<file path="config.mk">
export PLATFORM = sky130hd
export DESIGN_NAME = sfla_div
export DESIGN_NICKNAME = d
export VERILOG_FILES = /design/src/design/sfla_pkg.sv /design/src/design/sfla_div.sv
export SDC_FILE = /design/constraint.sdc
export NUM_CORES = 1
export LEC_CHECK = 0
export BUFFER_PORTS_ARGS = -buffer_cell sky130_fd_sc_hd__buf_2
export CAP_MARGIN = 20
export CORE_ASPECT_RATIO = 2
export CORE_MARGIN = 1
export CORE_UTILIZATION = 28
export DETAILED_ROUTE_END_ITERATION = 12
export GPL_ROUTABILITY_DRIVEN = 1
export PLACE_DENSITY = 0.54
export SETUP_SLACK_MARGIN = 0.15
export SYNTH_ARGS = -nofsm -noshare
export SYNTH_HDL_FRONTEND = slang
export SYNTH_SLANG_ARGS = --single-unit
</file>
<file path="constraint.sdc">
create_clock -name clk -period 6.9 [get_ports clk]
set_input_delay 1.38 -clock clk [delete_from_list [all_inputs] [get_ports clk]]
set_output_delay 1.38 -clock clk [all_outputs]
set_load 0.01 [all_outputs]
</file>
<file path="src/design/sfla_pkg.sv">
`default_nettype none
package sfla_pkg;
    localparam int ArenaBytes    = 65536;
    localparam int NumClasses    = 16;
    localparam int MaxSmallBytes = 128;
    localparam int GranuleBytes  = 8;
    localparam int RefillBlocks  = 20;

    localparam int ADDR_W = 16;
    localparam int SIZE_W = 12;

    localparam logic [1:0] STATUS_OK        = 2'd0;
    localparam logic [1:0] STATUS_TOO_LARGE = 2'd1;
    localparam logic [1:0] STATUS_OOM       = 2'd2;

    localparam logic ACTION_ALLOC = 1'b0;
    localparam logic ACTION_FREE  = 1'b1;

    // result of the iterative divider
    typedef struct packed {
        logic        done;
        logic [16:0] quotient;
    } sfla_div_rsp_t;
endpackage
`default_nettype wire

</file>
<file path="src/design/sfla_div.sv">
`default_nettype none
// Restoring divider, one quotient bit per cycle.
module sfla_div #(
    parameter int W = 17
) (
    input  wire logic                   clk,
    input  wire logic                   rst_n,
    input  wire logic                   start,
    input  wire logic [W-1:0]           dividend,
    input  wire logic [W-1:0]           divisor,
    output sfla_pkg::sfla_div_rsp_t     rsp
);
    localparam int CW = $clog2(W + 1);

    logic [W-1:0]  quot_reg, quot_next;
    logic [W-1:0]  rem_reg, rem_next;
    logic [W-1:0]  dvs_reg, dvs_next;
    logic [CW-1:0] cnt_reg, cnt_next;
    logic          busy_reg, busy_next;
    logic          done_reg, done_next;
    logic [W:0]    trial;

    always_comb
    begin
        quot_next = quot_reg;
        rem_next  = rem_reg;
        dvs_next  = dvs_reg;
        cnt_next  = cnt_reg;
        busy_next = busy_reg;
        done_next = 1'b0;
        trial     = {rem_reg, quot_reg[W-1]} - {1'b0, dvs_reg};
        if (start)
        begin
            quot_next = dividend;
            rem_next  = '0;
            dvs_next  = divisor;
            cnt_next  = CW'(W);
            busy_next = 1'b1;
        end
        else if (busy_reg)
        begin
            if (!trial[W])
            begin
                rem_next  = trial[W-1:0];
                quot_next = {quot_reg[W-2:0], 1'b1};
            end
            else
            begin
                rem_next  = {rem_reg[W-2:0], quot_reg[W-1]};
                quot_next = {quot_reg[W-2:0], 1'b0};
            end
            cnt_next = cnt_reg - 1'b1;
            if (cnt_reg == CW'(1))
            begin
                busy_next = 1'b0;
                done_next = 1'b1;
            end
        end
    end

    always_ff @(posedge clk or negedge rst_n)
    begin
        if (!rst_n)
        begin
            busy_reg <= 1'b0;
            done_reg <= 1'b0;
            cnt_reg  <= '0;
        end
        else
        begin
            busy_reg <= busy_next;
            done_reg <= done_next;
            cnt_reg  <= cnt_next;
        end
    end

    always_ff @(posedge clk)
    begin
        quot_reg <= quot_next;
        rem_reg  <= rem_next;
        dvs_reg  <= dvs_next;
    end

    assign rsp.done     = done_reg;
    assign rsp.quotient = quot_reg;
endmodule
`default_nettype wire

</file>
==> flow_results.xml, run 1 <==
<?xml version="1.0" encoding="UTF-8"?>
<metrics>
  <group name="layout">
    <metric name="post_route_cells_drive_above_1_share" unit="%">25.2</metric>
    <metric name="antenna-diode-count" unit="">0</metric>
    <metric name="finalNetCount" unit="">425</metric>
    <metric name="area_delta_synth_final" unit="%">19.2</metric>
  </group>
  <group name="die">
    <metric name="floorplan_core_area" unit="sq um">11700</metric>
    <metric name="std_cell_rows" unit="">56</metric>
    <metric name="die_h" unit="microns">157</metric>
    <metric name="floorplan.die_area" unit="sq um">12400</metric>
    <metric name="dieWidth" unit="microns">79.3</metric>
    <metric name="num_io_pins" unit="">55</metric>
    <metric name="initial_core_utilization" unit="%">28.6</metric>
  </group>
  <group name="synth">
    <metric name="most_used_flip_flop_cell_after_synthesis" unit="">sky130_fd_sc_hd__edfxtp_1</metric>
    <metric name="post_synth.cell_area_avg" unit="sq um">10.6</metric>
    <metric name="post_synth_instance_area" unit="sq um">3340</metric>
    <metric name="syn_inst" unit="">316</metric>
    <metric name="synth.yosys.seq_area_share" unit="%">46.0</metric>
    <metric name="synth_async_sr_flop_share" unit="%">12.1</metric>
    <metric name="synth_enable_flop_cells" unit="">34</metric>
    <metric name="yosys_register_bits" unit="">58</metric>
    <metric name="yosysWarnings" unit="">0</metric>
    <metric name="syn_nets" unit="">373</metric>
    <metric name="post_synth_num_cell_types" unit="">54</metric>
  </group>
  <group name="place">
    <metric name="final_weighted_congestion_in_routability_driven_placement" unit="">0.870</metric>
    <metric name="port_buffers" unit="">54</metric>
    <metric name="hpwlAfterDp" unit="mm">6.19</metric>
    <metric name="pre_cts_ws" unit="ns">3.64</metric>
  </group>
  <group name="routing">
    <metric name="drt-wirelength-per-cell" unit="microns">15.9</metric>
    <metric name="drt-pass1-iter-count" unit="">4</metric>
    <metric name="detailroute.via_count" unit="">2583</metric>
    <metric name="postRouteWirelength" unit="mm">8.24</metric>
    <metric name="drt_first_iter_violations" unit="">112</metric>
    <metric name="number_of_remaining_drc_errors" unit="">0</metric>
    <metric name="vias_per_cell" unit="">4.99</metric>
    <metric name="drt.antenna.violating_nets" unit="">0</metric>
  </group>
  <group name="worst_setup_path">
    <metric name="cp_cell_instances" unit="">buf_2, buf_4, nor2_1, inv_1</metric>
    <metric name="cp.buffers_inverters" unit="">3</metric>
    <metric name="path_delay_family" unit="">buffers and inverters</metric>
    <metric name="crit_fanout" unit="">53</metric>
    <metric name="worstSetupStartpointType" unit="">input port</metric>
    <metric name="critical_path.slowest_cell" unit="">sky130_fd_sc_hd__inv_1</metric>
    <metric name="timing.critical_path.to_type" unit="">flop</metric>
    <metric name="timing.critical_path.slowest_cell_delay" unit="ns">0.56</metric>
    <metric name="cp_required" unit="ns">6.86</metric>
    <metric name="class_of_the_most_critical_setup_path" unit="">input port to flop</metric>
    <metric name="timing.critical_path.arrival" unit="ns">2.82</metric>
  </group>
  <group name="pwr">
    <metric name="clockPowerShare" unit="%">30.0</metric>
    <metric name="p_leak" unit="nW">1.74</metric>
    <metric name="combinational_share_of_power" unit="%">32.7</metric>
    <metric name="p_per_area" unit="nW/um^2">332</metric>
    <metric name="swShare" unit="%">34.3</metric>
    <metric name="net-switching-power" unit="mW">0.454</metric>
    <metric name="pwr_total" unit="mW">1.32</metric>
    <metric name="power_report.internal_total" unit="mW">0.868</metric>
    <metric name="ir_worst_vdd" unit="mV">0.172</metric>
    <metric name="seq_power_share" unit="%">37.4</metric>
  </group>
  <group name="sta">
    <metric name="min_period" unit="ns">2.86</metric>
    <metric name="relSlewSlack" unit="%">54.9</metric>
    <metric name="report.final.hold_viol_count" unit="">0</metric>
    <metric name="grt_setup_unrepaired" unit="">false</metric>
    <metric name="holdWs" unit="ns">0.484</metric>
    <metric name="final_worst_path_setup_slack" unit="ns">4.04</metric>
    <metric name="top_achievable_clock_speed" unit="MHz">350</metric>
    <metric name="final.period_utilization" unit="%">41.5</metric>
    <metric name="finClkSkew" unit="ns">0.00796</metric>
    <metric name="worst_pin_slew" unit="ns">0.666</metric>
    <metric name="timing.setup.tns" unit="ns">0</metric>
    <metric name="slew_viol_final" unit="">0</metric>
    <metric name="setup_violations" unit="">0</metric>
  </group>
  <group name="cts">
    <metric name="cts_tree" unit="">yes</metric>
    <metric name="post-cts-setup-buffers" unit="">0</metric>
    <metric name="cts_buffer_depth" unit="">2</metric>
    <metric name="clock_slew_at_reported_path_ffs" unit="ns">0.05</metric>
    <metric name="worst_skew_pair.late_latency" unit="ns">0.33</metric>
    <metric name="cell_chosen_for_the_clock_root" unit="">sky130_fd_sc_hd__clkbuf_16</metric>
    <metric name="cts.sinks" unit="">58</metric>
    <metric name="tritoncts.num_buffers" unit="">9</metric>
    <metric name="cts_hold_buf" unit="">0</metric>
    <metric name="ctsResizeCount" unit="">0</metric>
    <metric name="htree_levels" unit="">3</metric>
  </group>
  <group name="global_routing">
    <metric name="grtUsageTotal" unit="%">14.5</metric>
    <metric name="grt_pass1_wl" unit="mm">13.3</metric>
    <metric name="grt_antenna_before_repair" unit="">0</metric>
    <metric name="grt_max_degree" unit="">54</metric>
    <metric name="grt_pass1_vias" unit="">2643</metric>
    <metric name="grt_remaining_overflow" unit="">0</metric>
  </group>
  <group name="status">
    <metric name="outcome" unit="">finished clean</metric>
  </group>
  <group name="min_path">
    <metric name="hold_path_class" unit="">flop to flop</metric>
  </group>
  <group name="run">
    <metric name="cap_violations" unit="">0</metric>
  </group>
</metrics>
## final cells by class
cell class	instances	area, sq um
timing repair buffer	56	285
fill	1187	7720
sequential	58	1540
clock inverter	6	33.8
multi-input combinational	215	1610
tap	145	181
inverter	28	105
clock buffer	10	229
## layer usage
metal / GRT usage, % / wire length [microns] / vias up
li1: - / - / 1251
met1: 13.1 / 2780 / 1242
met2: 28.3 / 4890 / 67
met3: 2.97 / 218 / 23
met4: 8.57 / 341 / 0
met5: 0 / 0 / -
## worst reg2reg max path: cells and delay by family, from the launching register on
family	cells	cell delay, ns
buffers and inverters	1	0.06
AOI/OAI and AO/OA	5	1.30
DFF	1	0.41
adders and majority gates	2	0.62
and+or+nand+nor	2	0.26
## synthesized netlist by cell type, types with 2 or more instances
cell type                   instances  share of area [%]
sky130_fd_sc_hd__a211oi_1           9                2.0
sky130_fd_sc_hd__a21o_1            10                2.2
sky130_fd_sc_hd__a21oi_1           15                2.2
sky130_fd_sc_hd__buf_2              4               0.60
sky130_fd_sc_hd__clkbuf_1           8               0.90
sky130_fd_sc_hd__dfrtp_1            7                5.2
sky130_fd_sc_hd__dfxtp_1           17                 10
sky130_fd_sc_hd__edfxtp_1          34                 31
sky130_fd_sc_hd__ha_1              19                7.1
sky130_fd_sc_hd__inv_1             28                3.1
sky130_fd_sc_hd__mux2_2            16                5.4
sky130_fd_sc_hd__mux2i_1            8                2.4
sky130_fd_sc_hd__nand2_1           20                2.2
sky130_fd_sc_hd__nand2b_1           9                1.7
sky130_fd_sc_hd__nand3_1            6               0.90
sky130_fd_sc_hd__nand3b_1           2               0.45
sky130_fd_sc_hd__nand4_1            4               0.75
sky130_fd_sc_hd__nor2_1            25                2.8
sky130_fd_sc_hd__nor2b_1            2               0.37
sky130_fd_sc_hd__nor3_1             2               0.30
sky130_fd_sc_hd__nor4_1             2               0.37
sky130_fd_sc_hd__o2111ai_1          2               0.52
sky130_fd_sc_hd__o211a_1            2               0.60
sky130_fd_sc_hd__o211ai_1           2               0.45
sky130_fd_sc_hd__o21a_1             2               0.45
sky130_fd_sc_hd__o21ai_0           10                1.5
sky130_fd_sc_hd__o21ai_1            4               0.60
sky130_fd_sc_hd__o311ai_1           5                1.3
sky130_fd_sc_hd__o31ai_1            4               0.90
sky130_fd_sc_hd__xnor2_1           10                2.6
sky130_fd_sc_hd__xor2_1             5                1.3
## metrics by stage
stage | utilization [%] | instances | area [sq um]
2_1_floorplan | - | 316 | 3340
4_1_cts | 34.0 | 518 | 3980
6_report | 34.0 | 518 | 3980
3_5_place_dp | 31.8 | 502 | 3720
3_3_place_gp | 31.8 | 502 | 3720
5_1_grt | 34.0 | 518 | 3980
## logic make-up (layout without fill, tap and decap cells)
| family | after synthesis | after routing | share of synthesized area, % |
|---|---|---|---|
| AOI/OAI and AO/OA | 77 | 77 | 16.9 |
| xor gates and xnor gates | 15 | 15 | 3.93 |
| adders and majority gates | 20 | 20 | 7.71 |
| buffers and inverters | 43 | 100 | 5.80 |
| DFF | 58 | 58 | 46.0 |
| muxes | 24 | 24 | 7.78 |
| and+or+nand+nor | 79 | 79 | 11.9 |
## power by group through the flow
stage                     combinational [mW]  sequential [mW]  clock, mW
after floorplan                        0.318            0.494          0
after global placement                 0.425            0.499          0
after detailed placement               0.431            0.500          0
after CTS                              0.435            0.494      0.404
after global routing                   0.482            0.502      0.420
final                                  0.432            0.494      0.396
## layout by cell type, fill, tap and decap left out, types with 2 or more instances in the layout
cell                         synthesis  routed
sky130_fd_sc_hd__dfrtp_1             7       7
sky130_fd_sc_hd__xor2_1              5       5
sky130_fd_sc_hd__o2111ai_1           2       2
sky130_fd_sc_hd__xnor2_1            10      10
sky130_fd_sc_hd__clkinvlp_4          0       2
sky130_fd_sc_hd__o311ai_1            5       5
sky130_fd_sc_hd__clkinv_2            0       3
sky130_fd_sc_hd__a211oi_1            9       9
sky130_fd_sc_hd__o211a_1             2       2
sky130_fd_sc_hd__nand3_1             6       6
sky130_fd_sc_hd__nor2b_1             2       2
sky130_fd_sc_hd__nand2_1            20      20
sky130_fd_sc_hd__mux2i_1             8       8
sky130_fd_sc_hd__dfxtp_1            17      17
sky130_fd_sc_hd__buf_2               4      54
sky130_fd_sc_hd__o21ai_1             4       4
sky130_fd_sc_hd__nor2_1             25      25
sky130_fd_sc_hd__nand4_1             4       4
sky130_fd_sc_hd__nand2b_1            9       9
sky130_fd_sc_hd__buf_4               1       2
sky130_fd_sc_hd__a21o_1             10      10
sky130_fd_sc_hd__edfxtp_1           34      34
sky130_fd_sc_hd__mux2_2             16      16
sky130_fd_sc_hd__a21oi_1            15      15
sky130_fd_sc_hd__o21ai_0            10      10
sky130_fd_sc_hd__o31ai_1             4       4
sky130_fd_sc_hd__inv_1              28      28
sky130_fd_sc_hd__nor4_1              2       2
sky130_fd_sc_hd__ha_1               19      19
sky130_fd_sc_hd__clkbuf_16           0       9
sky130_fd_sc_hd__o211ai_1            2       2
sky130_fd_sc_hd__nor3_1              2       2
sky130_fd_sc_hd__o21a_1              2       2
sky130_fd_sc_hd__nand3b_1            2       2
## path summary, 6_finish.rpt
check                             start      endpoint  slack, ns  cells past startpoint
min in group asynchronous         rst_n    cnt_reg[3]       0.87                      1
setup reg to reg           quot_reg[16]   rem_reg[16]       4.19                     10
setup / recovery                  start  quot_reg[15]       4.04                      4
hold / removal               rem_reg[8]    rem_reg[8]       0.48                      2
max in group asynchronous         rst_n    cnt_reg[1]       5.88                      1
hold reg to reg              rem_reg[8]    rem_reg[8]       0.48                      2
No activity file was read; power rests on OpenSTA's default activity.
==> run 2, diff against run 1 <==
==> constraint.sdc (replaced) <==
create_clock -name clk -period 2.7 [get_ports clk]
set_input_delay 0.54 -clock clk [delete_from_list [all_inputs] [get_ports clk]]
set_output_delay 0.54 -clock clk [all_outputs]
set_load 0.01 [all_outputs]
==> flow_results.xml, run 2 (same netlist as run 1, synthesis figures left out) <==
<?xml version="1.0" encoding="UTF-8"?>
<metrics>
  <group name="routing">
    <metric name="drt-wirelength-per-cell" unit="microns">16.0</metric>
    <metric name="drt.antenna.violating_nets" unit="">0</metric>
    <metric name="vias_per_cell" unit="">4.84</metric>
    <metric name="postRouteWirelength" unit="mm">8.59</metric>
    <metric name="number_of_remaining_drc_errors" unit="">0</metric>
    <metric name="drt_first_iter_violations" unit="">106</metric>
    <metric name="drt-pass1-iter-count" unit="">4</metric>
    <metric name="detailroute.via_count" unit="">2596</metric>
  </group>
  <group name="place">
    <metric name="hpwlAfterDp" unit="mm">6.59</metric>
    <metric name="pre_cts_ws" unit="ns">0.118</metric>
    <metric name="port_buffers" unit="">54</metric>
    <metric name="final_weighted_congestion_in_routability_driven_placement" unit="">0.881</metric>
  </group>
  <group name="die">
    <metric name="floorplan_core_area" unit="sq um">11700</metric>
    <metric name="std_cell_rows" unit="">56</metric>
    <metric name="dieWidth" unit="microns">79.3</metric>
    <metric name="num_io_pins" unit="">55</metric>
    <metric name="floorplan.die_area" unit="sq um">12400</metric>
    <metric name="initial_core_utilization" unit="%">28.6</metric>
    <metric name="die_h" unit="microns">157</metric>
  </group>
  <group name="sta">
    <metric name="timing.setup.tns" unit="ns">0</metric>
    <metric name="min_period" unit="ns">2.44</metric>
    <metric name="final_worst_path_setup_slack" unit="ns">0.257</metric>
    <metric name="final.period_utilization" unit="%">90.5</metric>
    <metric name="relSlewSlack" unit="%">56.1</metric>
    <metric name="slew_viol_final" unit="">0</metric>
    <metric name="setup_violations" unit="">0</metric>
    <metric name="grt_setup_unrepaired" unit="">false</metric>
    <metric name="report.final.hold_viol_count" unit="">0</metric>
    <metric name="top_achievable_clock_speed" unit="MHz">409</metric>
    <metric name="finClkSkew" unit="ns">0.00402</metric>
    <metric name="worst_pin_slew" unit="ns">0.658</metric>
  </group>
  <group name="global_routing">
    <metric name="grt_pass1_vias" unit="">2672</metric>
    <metric name="grt_remaining_overflow" unit="">0</metric>
    <metric name="grtUsageTotal" unit="%">14.9</metric>
    <metric name="grt_max_degree" unit="">24</metric>
    <metric name="grt_pass1_wl" unit="mm">13.6</metric>
    <metric name="grt_antenna_before_repair" unit="">0</metric>
  </group>
  <group name="layout">
    <metric name="post_route_cells_drive_above_1_share" unit="%">30.9</metric>
    <metric name="filler_cell_count" unit="">1163</metric>
    <metric name="area_delta_synth_final" unit="%">26.9</metric>
    <metric name="mostFrequentLayoutCell" unit="">sky130_fd_sc_hd__buf_2</metric>
    <metric name="finalNetCount" unit="">443</metric>
    <metric name="antenna-diode-count" unit="">0</metric>
    <metric name="mostFrequentLayoutCells" unit="">54 x sky130_fd_sc_hd__buf_2, 34 x sky130_fd_sc_hd__edfxtp_1, 27 x sky130_fd_sc_hd__inv_1</metric>
  </group>
  <group name="worst_setup_path">
    <metric name="crit_fanout" unit="">7</metric>
    <metric name="r2r_slack" unit="ns">0.26</metric>
    <metric name="reg2reg_from" unit="">dvs_reg[1]</metric>
    <metric name="critical_path.startpoint" unit="">dvs_reg[1]</metric>
    <metric name="timing.critical_path.arrival" unit="ns">2.64</metric>
    <metric name="critical_path.reg2reg.endpoint" unit="">rem_reg[5]</metric>
    <metric name="worstSetupStartpointType" unit="">flop</metric>
    <metric name="class_of_the_most_critical_setup_path" unit="">flop to flop</metric>
    <metric name="timing.critical_path.to_type" unit="">flop</metric>
    <metric name="cp_required" unit="ns">2.90</metric>
    <metric name="critPathCapture" unit="">rem_reg[5]</metric>
    <metric name="reg2reg_depth" unit="">10</metric>
  </group>
  <group name="pwr">
    <metric name="seq_power_share" unit="%">34.0</metric>
    <metric name="power_report.internal_total" unit="mW">2.49</metric>
    <metric name="clockPowerShare" unit="%">32.3</metric>
    <metric name="swShare" unit="%">32.6</metric>
    <metric name="net-switching-power" unit="mW">1.20</metric>
    <metric name="combinational_share_of_power" unit="%">33.7</metric>
    <metric name="p_leak" unit="nW">1.85</metric>
    <metric name="p_per_area" unit="nW/um^2">870</metric>
    <metric name="ir_worst_vdd" unit="mV">0.473</metric>
  </group>
  <group name="min_path">
    <metric name="hold_path_class" unit="">input port to async pin</metric>
  </group>
  <group name="cts">
    <metric name="worst_skew_pair.late_latency" unit="ns">0.33</metric>
    <metric name="cts.sinks" unit="">58</metric>
    <metric name="htree_levels" unit="">3</metric>
    <metric name="cts_buffer_depth" unit="">2</metric>
    <metric name="cts_tree" unit="">yes</metric>
    <metric name="clock_slew_at_reported_path_ffs" unit="ns">0.05</metric>
    <metric name="cell_chosen_for_the_clock_root" unit="">sky130_fd_sc_hd__clkbuf_16</metric>
    <metric name="cts_hold_buf" unit="">0</metric>
    <metric name="tritoncts.num_buffers" unit="">9</metric>
  </group>
  <group name="run">
    <metric name="cap_violations" unit="">0</metric>
  </group>
  <group name="status">
    <metric name="outcome" unit="">finished clean</metric>
  </group>
</metrics>
==> run 2: worst max-delay path, cell delays in order (launching register included) <==
cell and delay, ns:
sky130_fd_sc_hd__edfxtp_1 0.37, sky130_fd_sc_hd__inv_1 0.05, sky130_fd_sc_hd__ha_1 0.26, sky130_fd_sc_hd__nor2b_1 0.22, sky130_fd_sc_hd__o2111ai_2 0.17, sky130_fd_sc_hd__a211o_1 0.35, sky130_fd_sc_hd__a21o_1 0.23, sky130_fd_sc_hd__nand3_4 0.13
sky130_fd_sc_hd__buf_4 0.15, sky130_fd_sc_hd__mux2i_2 0.28, sky130_fd_sc_hd__a211oi_1 0.11
==> run 2: what timing repair did <==
item,4_1_cts,5_1_grt
buffers inserted,1,8
endpoints found under the hold margin,0,0
pin swaps,1,9
cloned,0,0
gates resized for setup,2,12
setup endpoints to repair,1,12
==> run 2: layout make-up <==
| type | count | area (sq um) | area share, % |
|---|---|---|---|
| multi-input cells | 215 | 1690 | 39.8 |
| repair buffers | 74 | 420 | 9.91 |
| clock inverters | 6 | 81.3 | 1.92 |
| flip-flops and latches | 58 | 1540 | 36.2 |
| clock buffers | 10 | 229 | 5.40 |
| inverters | 28 | 105 | 2.48 |
| well taps | 145 | 181 | 4.28 |
==> run 2: routing by layer <==
metal	share of wire, %	GRT usage, %
met5	0	0
met2	58	28.9
met4	6.1	11.3
met1	33	13.4
met3	2.3	1.98
==> run 2: worst min path at each step <==
stage               start  slack (ns)  cells past startpoint          to
floorplan           rst_n        0.24                      0    busy_reg
global placement    rst_n        0.38                      1  cnt_reg[1]
detailed placement  rst_n        0.38                      1  cnt_reg[2]
CTS                 rst_n        0.04                      1  cnt_reg[2]
global route        rst_n        0.04                      1  cnt_reg[2]
finish              rst_n        0.04                      1  cnt_reg[2]
==> run 2: power by group through the flow <==
stage          Combinational [mW]  Sequential, mW  Clock (mW)
2_1_floorplan               0.814            1.26           0
3_3_place_gp                 1.15            1.27           0
3_5_place_dp                 1.15            1.27           0
4_1_cts                      1.17            1.26        1.22
5_1_grt                      1.37            1.28        1.26
6_report                     1.24            1.26        1.19
==> run 2: through the flow <==
step | utilization, % | total power [mW] | cells | area (sq um) | hold WS, ns
global route | 36.3 | 3.91 | 536 | 4240 | 0.0449
floorplan | - | 2.07 | 316 | 3340 | 0.244
detailed placement | 32.4 | 2.42 | 511 | 3790 | 0.382
global placement | 32.4 | 2.42 | 511 | 3790 | 0.381
finish | 36.3 | 3.69 | 536 | 4240 | 0.0420
CTS | 35.2 | 3.65 | 528 | 4120 | 0.0367
